`src/hw/rtl/prq_pkg.sv`:
```
package prq_pkg;

    localparam int TABLE_DEPTH_DEF = 16;
    localparam logic [15:0] MEM_TOTAL_RESET = 16'd40960;

    typedef enum logic [1:0] {
        OP_INSERT = 2'd0,
        OP_RUN    = 2'd1,
        OP_SETPRI = 2'd2,
        OP_REMOVE = 2'd3
    } op_t;

    typedef enum logic [1:0] {
        ST_OK       = 2'd0,
        ST_NOTFOUND = 2'd1,
        ST_NOMEM    = 2'd2,
        ST_FULL     = 2'd3
    } status_t;

    // one table entry as held in the entry memory
    typedef struct packed {
        logic [15:0] id;
        logic [7:0]  prio;
        logic [15:0] mem;
        logic [15:0] rtime;
        logic [31:0] qstamp;
        logic [31:0] cstamp;
    } entry_t;

    localparam int ENTRY_W = $bits(entry_t);

    typedef struct packed {
        status_t     status;
        logic [15:0] result_id;
        logic [15:0] time_left;
        logic        finished;
        logic [15:0] free_memory;
    } result_t;

endpackage

```
`src/hw/rtl/priority_run_queue_scheduler.sv`:
```
// Priority run queue scheduler.
// Request channel: req_valid/req_stall carry one word (opcode, task_id,
// priority_req, memory_request, run_time); it is taken on a clock edge with
// req_valid high and req_stall low. Response channel: rsp_valid/rsp_stall
// carry one word per request (status, result_id, time_left, finished,
// free_memory), held stable while rsp_stall is high.
// Each request scans every table entry from the entry memory, one read per
// cycle, then writes an entry back where its operation changes one. A
// request is held off until the previous one has left its execute step;
// its response is registered as it leaves that step. The scan through the
// single read port of the entry memory sets how long a request takes.
// A pending response does not block the next request; that request waits
// in its execute step only while the previous response is still stalled.
// The user must write memory_total via cfg_we/cfg_wdata while the block
// is idle (not enforced); it takes effect at once on the free memory figure.
// Reset (rst_n, asynchronous, active low) clears every entry valid bit,
// sets the next pid to 1, the stamp counter to 0 and memory_total to 40960.
module priority_run_queue_scheduler #(
    parameter int TABLE_DEPTH = prq_pkg::TABLE_DEPTH_DEF
) (
    input  logic        clk,
    input  logic        rst_n,
    input  logic        req_valid,
    output logic        req_stall,
    input  logic [1:0]  opcode,
    input  logic [15:0] task_id,
    input  logic [7:0]  priority_req,
    input  logic [15:0] memory_request,
    input  logic [15:0] run_time,
    output logic        rsp_valid,
    input  logic        rsp_stall,
    output logic [1:0]  status,
    output logic [15:0] result_id,
    output logic [15:0] time_left,
    output logic        finished,
    output logic [15:0] free_memory,
    input  logic        cfg_we,
    input  logic [15:0] cfg_wdata
);
    import prq_pkg::*;

    logic [15:0] total_reg;
    logic        rsp_valid_reg;
    result_t     rsp_reg;
    result_t     res;
    logic        res_valid;
    logic        res_ready;

    assign res_ready = !rsp_valid_reg || !rsp_stall;

    prq_core #(.TABLE_DEPTH(TABLE_DEPTH)) u_core (
        .clk            (clk),
        .rst_n          (rst_n),
        .req_valid      (req_valid),
        .req_stall      (req_stall),
        .opcode         (opcode),
        .task_id        (task_id),
        .priority_req   (priority_req),
        .memory_request (memory_request),
        .run_time       (run_time),
        .memory_total   (total_reg),
        .res_ready      (res_ready),
        .res_valid      (res_valid),
        .res            (res)
    );

    always_ff @(posedge clk or negedge rst_n)
    begin
        if (!rst_n)
        begin
            total_reg     <= MEM_TOTAL_RESET;
            rsp_valid_reg <= 1'b0;
        end
        else
        begin
            if (cfg_we)
                total_reg <= cfg_wdata;
            if (res_valid)
                rsp_valid_reg <= 1'b1;
            else if (!rsp_stall)
                rsp_valid_reg <= 1'b0;
        end
    end

    always_ff @(posedge clk)
    begin
        if (res_valid)
            rsp_reg <= res;
    end

    assign rsp_valid   = rsp_valid_reg;
    assign status      = rsp_reg.status;
    assign result_id   = rsp_reg.result_id;
    assign time_left   = rsp_reg.time_left;
    assign finished    = rsp_reg.finished;
    assign free_memory = rsp_reg.free_memory;

endmodule

```
`src/hw/rtl/prq_mem.sv`:
```
module prq_mem #(
    parameter int DEPTH = prq_pkg::TABLE_DEPTH_DEF
) (
    input  logic                          clk,
    input  logic                          we,
    input  logic [$clog2(DEPTH)-1:0]      waddr,
    input  prq_pkg::entry_t               wdata,
    input  logic [$clog2(DEPTH)-1:0]      raddr,
    output prq_pkg::entry_t               rdata
);
    import prq_pkg::*;

    entry_t mem_reg [DEPTH];

    always_ff @(posedge clk)
    begin
        if (we)
        begin
            mem_reg[waddr] <= wdata;
        end
        rdata <= mem_reg[raddr];
    end

endmodule

```
`src/hw/rtl/prq_core.sv`:
```
module prq_core #(
    parameter int TABLE_DEPTH = prq_pkg::TABLE_DEPTH_DEF
) (
    input  logic              clk,
    input  logic              rst_n,
    input  logic              req_valid,
    output logic              req_stall,
    input  logic [1:0]        opcode,
    input  logic [15:0]       task_id,
    input  logic [7:0]        priority_req,
    input  logic [15:0]       memory_request,
    input  logic [15:0]       run_time,
    input  logic [15:0]       memory_total,
    input  logic              res_ready,
    output logic              res_valid,
    output prq_pkg::result_t  res
);
    import prq_pkg::*;

    localparam int IDX_W  = $clog2(TABLE_DEPTH);
    localparam int CNT_W  = $clog2(TABLE_DEPTH + 1);
    localparam int HELD_W = 16 + $clog2(TABLE_DEPTH);
    localparam logic [CNT_W-1:0] CNT_END = CNT_W'(TABLE_DEPTH);

    typedef enum logic [2:0] {
        S_IDLE = 3'b001,
        S_SCAN = 3'b010,
        S_EXEC = 3'b100
    } state_t;

    state_t               state_reg, state_next;
    op_t                  op_reg;
    logic [15:0]          tid_reg, mreq_reg, rtime_reg;
    logic [7:0]           prio_reg;
    logic [CNT_W-1:0]     cnt_reg;
    logic                 pend_reg;
    logic [IDX_W-1:0]     pidx_reg;
    logic                 found_reg;
    logic [IDX_W-1:0]     bidx_reg;
    entry_t               best_reg;
    logic [31:0]          bqs_reg;
    logic                 ff_found_reg;
    logic [IDX_W-1:0]     ff_idx_reg;
    logic [TABLE_DEPTH-1:0] valid_reg, valid_next;
    logic [TABLE_DEPTH-1:0] rq_reg, rq_next;   // entry was requeued since its last rebuild
    logic [HELD_W-1:0]    held_reg, held_next;
    logic [31:0]          stamp_reg, stamp_next;
    logic [15:0]          nid_reg, nid_next;

    entry_t               rdata;
    logic                 mem_we;
    logic [IDX_W-1:0]     mem_waddr;
    entry_t               mem_wdata;

    logic                 cur_v;
    logic [31:0]          cur_qs;
    logic                 take_head, take_pid, take;
    logic [15:0]          free_now;
    logic [15:0]          tnew;
    logic                 exec_go;

    function automatic logic [15:0] calc_free(input logic [HELD_W-1:0] held,
                                              input logic [15:0] total);
        logic [HELD_W-1:0] tot_ext;
        tot_ext = HELD_W'(total);
        if (held >= tot_ext)
            return 16'd0;
        else
            return 16'(tot_ext - held);
    endfunction

    prq_mem #(.DEPTH(TABLE_DEPTH)) u_mem (
        .clk   (clk),
        .we    (mem_we),
        .waddr (mem_waddr),
        .wdata (mem_wdata),
        .raddr (cnt_reg[IDX_W-1:0]),
        .rdata (rdata)
    );

    assign req_stall = (state_reg != S_IDLE);
    assign exec_go   = (state_reg == S_EXEC) && res_ready;

    // scan compare on the entry read in the cycle before
    always_comb
    begin
        cur_v     = valid_reg[pidx_reg];
        cur_qs    = rq_reg[pidx_reg] ? rdata.qstamp : rdata.cstamp;
        take_head = cur_v && (!found_reg || rdata.prio < best_reg.prio ||
                    (rdata.prio == best_reg.prio && cur_qs < bqs_reg));
        take_pid  = cur_v && rdata.id == tid_reg &&
                    (!found_reg || rdata.cstamp < best_reg.cstamp);
        take      = (op_reg == OP_RUN) ? take_head : take_pid;
    end

    always_comb
    begin
        state_next = state_reg;
        unique case (state_reg)
            S_IDLE:
            begin
                if (req_valid)
                    state_next = S_SCAN;
            end
            S_SCAN:
            begin
                if (cnt_reg == CNT_END && !pend_reg)
                    state_next = S_EXEC;
            end
            S_EXEC:
            begin
                if (res_ready)
                    state_next = S_IDLE;
            end
            default: state_next = S_IDLE;
        endcase
    end

    always_comb
    begin
        free_now   = calc_free(held_reg, memory_total);
        tnew       = (best_reg.rtime != 16'd0) ? best_reg.rtime - 16'd1 : 16'd0;
        valid_next = valid_reg;
        rq_next    = rq_reg;
        held_next  = held_reg;
        stamp_next = stamp_reg;
        nid_next   = nid_reg;
        mem_we     = 1'b0;
        mem_waddr  = bidx_reg;
        mem_wdata  = best_reg;
        res        = '0;
        res.status = ST_OK;
        case (op_reg)
            OP_INSERT:
            begin
                if (mreq_reg > free_now)
                    res.status = ST_NOMEM;
                else if (!ff_found_reg)
                    res.status = ST_FULL;
                else
                begin
                    mem_we                = 1'b1;
                    mem_waddr             = ff_idx_reg;
                    mem_wdata.id          = nid_reg;
                    mem_wdata.prio        = prio_reg;
                    mem_wdata.mem         = mreq_reg;
                    mem_wdata.rtime       = rtime_reg;
                    mem_wdata.qstamp      = stamp_reg;
                    mem_wdata.cstamp      = stamp_reg;
                    valid_next[ff_idx_reg] = 1'b1;
                    rq_next[ff_idx_reg]    = 1'b0;
                    held_next             = held_reg + HELD_W'(mreq_reg);
                    stamp_next            = stamp_reg + 32'd1;
                    nid_next              = nid_reg + 16'd1;
                    res.result_id         = nid_reg;
                end
            end
            OP_RUN:
            begin
                if (!found_reg)
                    res.status = ST_NOTFOUND;
                else
                begin
                    res.result_id = best_reg.id;
                    res.time_left = tnew;
                    if (tnew != 16'd0)
                    begin
                        mem_we           = 1'b1;
                        mem_wdata.rtime  = tnew;
                        mem_wdata.qstamp = stamp_reg;
                        rq_next[bidx_reg] = 1'b1;
                        stamp_next       = stamp_reg + 32'd1;
                    end
                    else
                    begin
                        valid_next[bidx_reg] = 1'b0;
                        held_next            = held_reg - HELD_W'(best_reg.mem);
                        res.finished         = 1'b1;
                    end
                end
            end
            OP_SETPRI:
            begin
                if (!found_reg)
                    res.status = ST_NOTFOUND;
                else
                begin
                    mem_we         = 1'b1;
                    mem_wdata.prio = prio_reg;
                    rq_next        = '0;
                end
            end
            default:
            begin
                if (!found_reg)
                    res.status = ST_NOTFOUND;
                else
                begin
                    valid_next[bidx_reg] = 1'b0;
                    held_next            = held_reg - HELD_W'(best_reg.mem);
                    rq_next              = '0;
                end
            end
        endcase
        res.free_memory = calc_free(held_next, memory_total);
        if (!exec_go)
            mem_we = 1'b0;
    end

    assign res_valid = exec_go;

    always_ff @(posedge clk or negedge rst_n)
    begin
        if (!rst_n)
        begin
            state_reg <= S_IDLE;
            cnt_reg   <= '0;
            pend_reg  <= 1'b0;
            valid_reg <= '0;
            rq_reg    <= '0;
            held_reg  <= '0;
            stamp_reg <= '0;
            nid_reg   <= 16'd1;
        end
        else
        begin
            state_reg <= state_next;
            pend_reg  <= (state_reg == S_SCAN) && (cnt_reg != CNT_END);
            if (state_reg == S_IDLE)
                cnt_reg <= '0;
            else if (state_reg == S_SCAN && cnt_reg != CNT_END)
                cnt_reg <= cnt_reg + CNT_W'(1);
            if (exec_go)
            begin
                valid_reg <= valid_next;
                rq_reg    <= rq_next;
                held_reg  <= held_next;
                stamp_reg <= stamp_next;
                nid_reg   <= nid_next;
            end
        end
    end

    always_ff @(posedge clk)
    begin
        pidx_reg <= cnt_reg[IDX_W-1:0];
        if (state_reg == S_IDLE)
        begin
            op_reg       <= op_t'(opcode);
            tid_reg      <= task_id;
            prio_reg     <= priority_req;
            mreq_reg     <= memory_request;
            rtime_reg    <= run_time;
            found_reg    <= 1'b0;
            ff_found_reg <= 1'b0;
        end
        else if (pend_reg)
        begin
            if (take)
            begin
                found_reg <= 1'b1;
                bidx_reg  <= pidx_reg;
                best_reg  <= rdata;
                bqs_reg   <= cur_qs;
            end
            if (!cur_v && !ff_found_reg)
            begin
                ff_found_reg <= 1'b1;
                ff_idx_reg   <= pidx_reg;
            end
        end
    end

    a_we_exec: assert property (@(posedge clk) disable iff (!rst_n)
        mem_we |-> state_reg == S_EXEC)
        else $error("entry write outside execute");

    a_fin_ok: assert property (@(posedge clk) disable iff (!rst_n)
        res_valid && res.finished |-> res.status == ST_OK && res.time_left == 16'd0)
        else $error("finished word with bad status or time");

    a_accept_scan: assert property (@(posedge clk) disable iff (!rst_n)
        req_valid && !req_stall |=> state_reg == S_SCAN && cnt_reg == '0)
        else $error("accepted word did not start a scan");

    a_cnt_range: assert property (@(posedge clk) disable iff (!rst_n)
        cnt_reg <= CNT_END)
        else $error("scan counter out of range");

endmodule

```
`config.mk`:
```
export PLATFORM = sky130hd
export DESIGN_NAME = priority_run_queue_scheduler
export DESIGN_NICKNAME = d
export VERILOG_FILES = /design/src/hw/rtl/prq_pkg.sv /design/src/hw/rtl/priority_run_queue_scheduler.sv /design/src/hw/rtl/prq_mem.sv /design/src/hw/rtl/prq_core.sv
export SDC_FILE = /design/constraint.sdc
export NUM_CORES = 2
export LEC_CHECK = 0
export BUFFER_PORTS_ARGS = -buffer_cell sky130_fd_sc_hd__buf_2
export CAP_MARGIN = 20
export CORE_MARGIN = 2
export CORE_UTILIZATION = 55
export CTS_CLUSTER_DIAMETER = 30
export DETAILED_ROUTE_END_ITERATION = 16
export PLACE_DENSITY = 0.74
export SYNTH_ARGS = -nofsm -noshare
export SYNTH_HDL_FRONTEND = slang
export SYNTH_SLANG_ARGS = --single-unit
```
`constraint.sdc`:
```
create_clock -name clk -period 9.65 [get_ports clk]
set_input_delay 1.4475 -clock clk [delete_from_list [all_inputs] [get_ports clk]]
set_output_delay 1.4475 -clock clk [all_outputs]
set_load 0.1 [all_outputs]
```
==> out/metrics.cfg <==
[run_status]
status=completed

[grt]
grt_antenna_before_repair=1
grt_pass1_wl_um=369000
grt_pass1_vias=55000
grt-ovfl-total=0
grt_max_degree=159
track_usage=0.279

[worst_setup_path]
r2r_slack_ns=0.41
arrival_ns=9.96
cpPeakStageDelay_ns=0.66
crit_start=total_reg[1]
path_common_cell=o21ai_0
required_ns=10.37
slowest_stage=nor4b_1
path_max_fanout=48
startpoint_type=flop
r2r_start=total_reg[1]
endpoint_kind=flop
criticalPathCategory=reg -> reg

[job]
cap_violations=0

[power]
comb_power_share=0.115
switching_share=0.244
power.switching_w=0.00767
vdd_drop_max_v=0.000234
p_leak_nw=39.8
seq_power_share=0.397
internal-power_w=0.0238
pwr-share-clk=0.488
powerDensity_mw_per_mm2=269

[synthesis]
synthDistinctLibCells=82
synth-seq-cells=2441
seq_area_frac_synth=0.731
yosys_warnings=0
synth_edf_count=2189
async_reset_ff_frac=0.0516
synth.avg_cell_area_um2=19.2
synth_ff_type=edfxtp_1
synth_most_common_cell=edfxtp_1
ys_top_cells_by_area=edfxtp_1, mux4_2, dfrtp_1, dfxtp_1, ha_1
syn_nets=5366
synth_common_cells=edfxtp_1, mux4_2, nand2_1
syn-cell-area_mm2=0.0977
synthCells=5098
yosysTopAreaCell=edfxtp_1
yosysTopAreaCellShare=0.673

[clock_network]
numCtsBuffers=429
cts_tree=yes
clock_latency_ns=0.99
cts_buffer_depth=4
clockRootBuffer=clkbuf_16
holdBufCountCts=0
cts_sinks=2441
clk_pin_slew_ns=0.05
post_cts_buffers=0
cts_resized=0
htreeDepth=5

[drt]
route.detailed.drc=0
wl_per_cell_um=30.3
drtIter0Drc=6887
via_per_inst=6.46
vias=53600
drt-total-wl_um=252000
ant_nets=0
dr.pass1.iters=7

[layout]
nNetsFinal=5872
stdcell_count=8302
largest_reg_flops=1920
area_growth_pct=19.9
post_route_cells_drive_above_1_share=0.292

[timing]
hold_viol=0
tightest_slew_ns=1.23
holdWs_ns=0.400
period_share=0.957
slew_viol_final=0
final.min_clock_period_ns=9.24
slew_headroom=0.172
skew_ns=0.113
rsz0062_at_grt=no
setup_viol=0
max_freq_mhz=108

[placement]
io_buffers=131
place_hpwl_um=126000
post-place-cells=7505
routabilityCongestion=0.918

[floorplanning]
rows=154
start_util=0.554
io_pins=132
core-area_mm2=0.176
die_x_um=425
die_area_mm2=0.181
fp.dieH_um=425

[hold_path]
min_from=u_core.u_mem.rdata[92]
hold_path.class=reg -> reg

-- final timing paths --
check | end | cells after the start
setup / recovery | free_memory[12] | 33
hold / removal | u_core.best_reg[92] | 0
setup reg to reg | free_memory[12] | 33
hold reg to reg | u_core.best_reg[92] | 0
max in group asynchronous | u_core.cnt_reg[2] | 2
min in group asynchronous | u_core.held_reg[0] | 1
-- kinds of logic (layout without fill, tap and decap cells) --
kind of cell,after synthesis,after routing,share of synthesized area
flip-flops,2441,2441,0.731
AND/OR/NAND/NOR,702,702,0.0335
multiplexers,687,687,0.149
AO/OA/AOI/OAI,571,571,0.0354
buffers and inverters,389,1252,0.0152
adder cells (fa/ha/maj),189,189,0.0245
XOR/XNOR,119,119,0.0107
other,0,1,0
-- cell type report --
type / instances / area (um2)
fill: 10900 / 59200
inverter: 172 / 647
tap: 2340 / 2930
clock buffer: 521 / 11400
clock inverter: 267 / 3380
multi-input combinational: 2268 / 25000
timing repair buffer: 292 / 2270
sequential: 2441 / 71400
antenna: 1 / 2.50
-- power by group through the flow --
| stage | logic, W | clock network (W) | registers (W) |
|---|---|---|---|
| 2_1_floorplan | 0.00256 | 0 | 0.0125 |
| 3_3_place_gp | 0.00344 | 0 | 0.0127 |
| 3_5_place_dp | 0.00351 | 0 | 0.0127 |
| 4_1_cts | 0.00360 | 0.0155 | 0.0125 |
| 5_1_grt | 0.00387 | 0.0160 | 0.0125 |
| 6_report | 0.00361 | 0.0154 | 0.0125 |
-- placed cells by master, fill, tap and decap left out, drive strengths merged, types with 12 or more instances in the layout --
| cell | synthesis | final |
|---|---|---|
| nand2 | 287 | 287 |
| nor3 | 62 | 62 |
| mux4 | 610 | 610 |
| or3 | 12 | 12 |
| nand2b | 17 | 17 |
| nand3 | 61 | 61 |
| clkinvlp | 0 | 40 |
| o21a | 16 | 16 |
| a211oi | 17 | 17 |
| clkinv | 0 | 114 |
| edfxtp | 2189 | 2189 |
| and3 | 18 | 18 |
| mux2 | 72 | 72 |
| xor2 | 50 | 50 |
| clkbuf | 154 | 522 |
| a21oi | 161 | 161 |
| bufinv | 0 | 61 |
| dfrtp | 122 | 122 |
| nor2 | 150 | 150 |
| dfxtp | 126 | 126 |
| o211ai | 12 | 12 |
| buf | 63 | 291 |
| o21ai | 215 | 215 |
| nand4 | 31 | 31 |
| inv | 172 | 224 |
| a21o | 39 | 39 |
| nor2b | 20 | 20 |
| xnor2 | 69 | 69 |
| ha | 185 | 185 |
-- worst max-delay path: cells and delay by family (launching register included) --
kind / cells / cell delay (ns)
AO/OA/AOI/OAI: 15 / 3.21
flip-flops: 1 / 0.47
adder cells (fa/ha/maj): 3 / 1.05
AND/OR/NAND/NOR: 11 / 3.21
buffers and inverters: 4 / 1.10
-- stage by stage --
stage	utilization	setup slack, ns	setup TNS [ns]	total power [W]	area [um2]
after global routing	0.664	0.0500	0	0.0324	117000
after CTS	0.664	0.655	0	0.0316	117000
after global placement	0.579	0.847	0	0.0161	102000
final	0.664	0.411	0	0.0315	117000
after floorplan	-	-0.898	-1703.86	0.0151	97700
after detailed placement	0.579	0.753	0	0.0162	102000
-- metal layers --
layer  global-route usage  vias up  share of wire
li1                     -    21800              -
met1                0.379    28000           0.38
met2                0.455     3259           0.50
met3               0.0529      570          0.088
met4                0.102        2          0.032
met5                    0        -       0.000064
No activity file was read; power rests on OpenSTA's default activity.
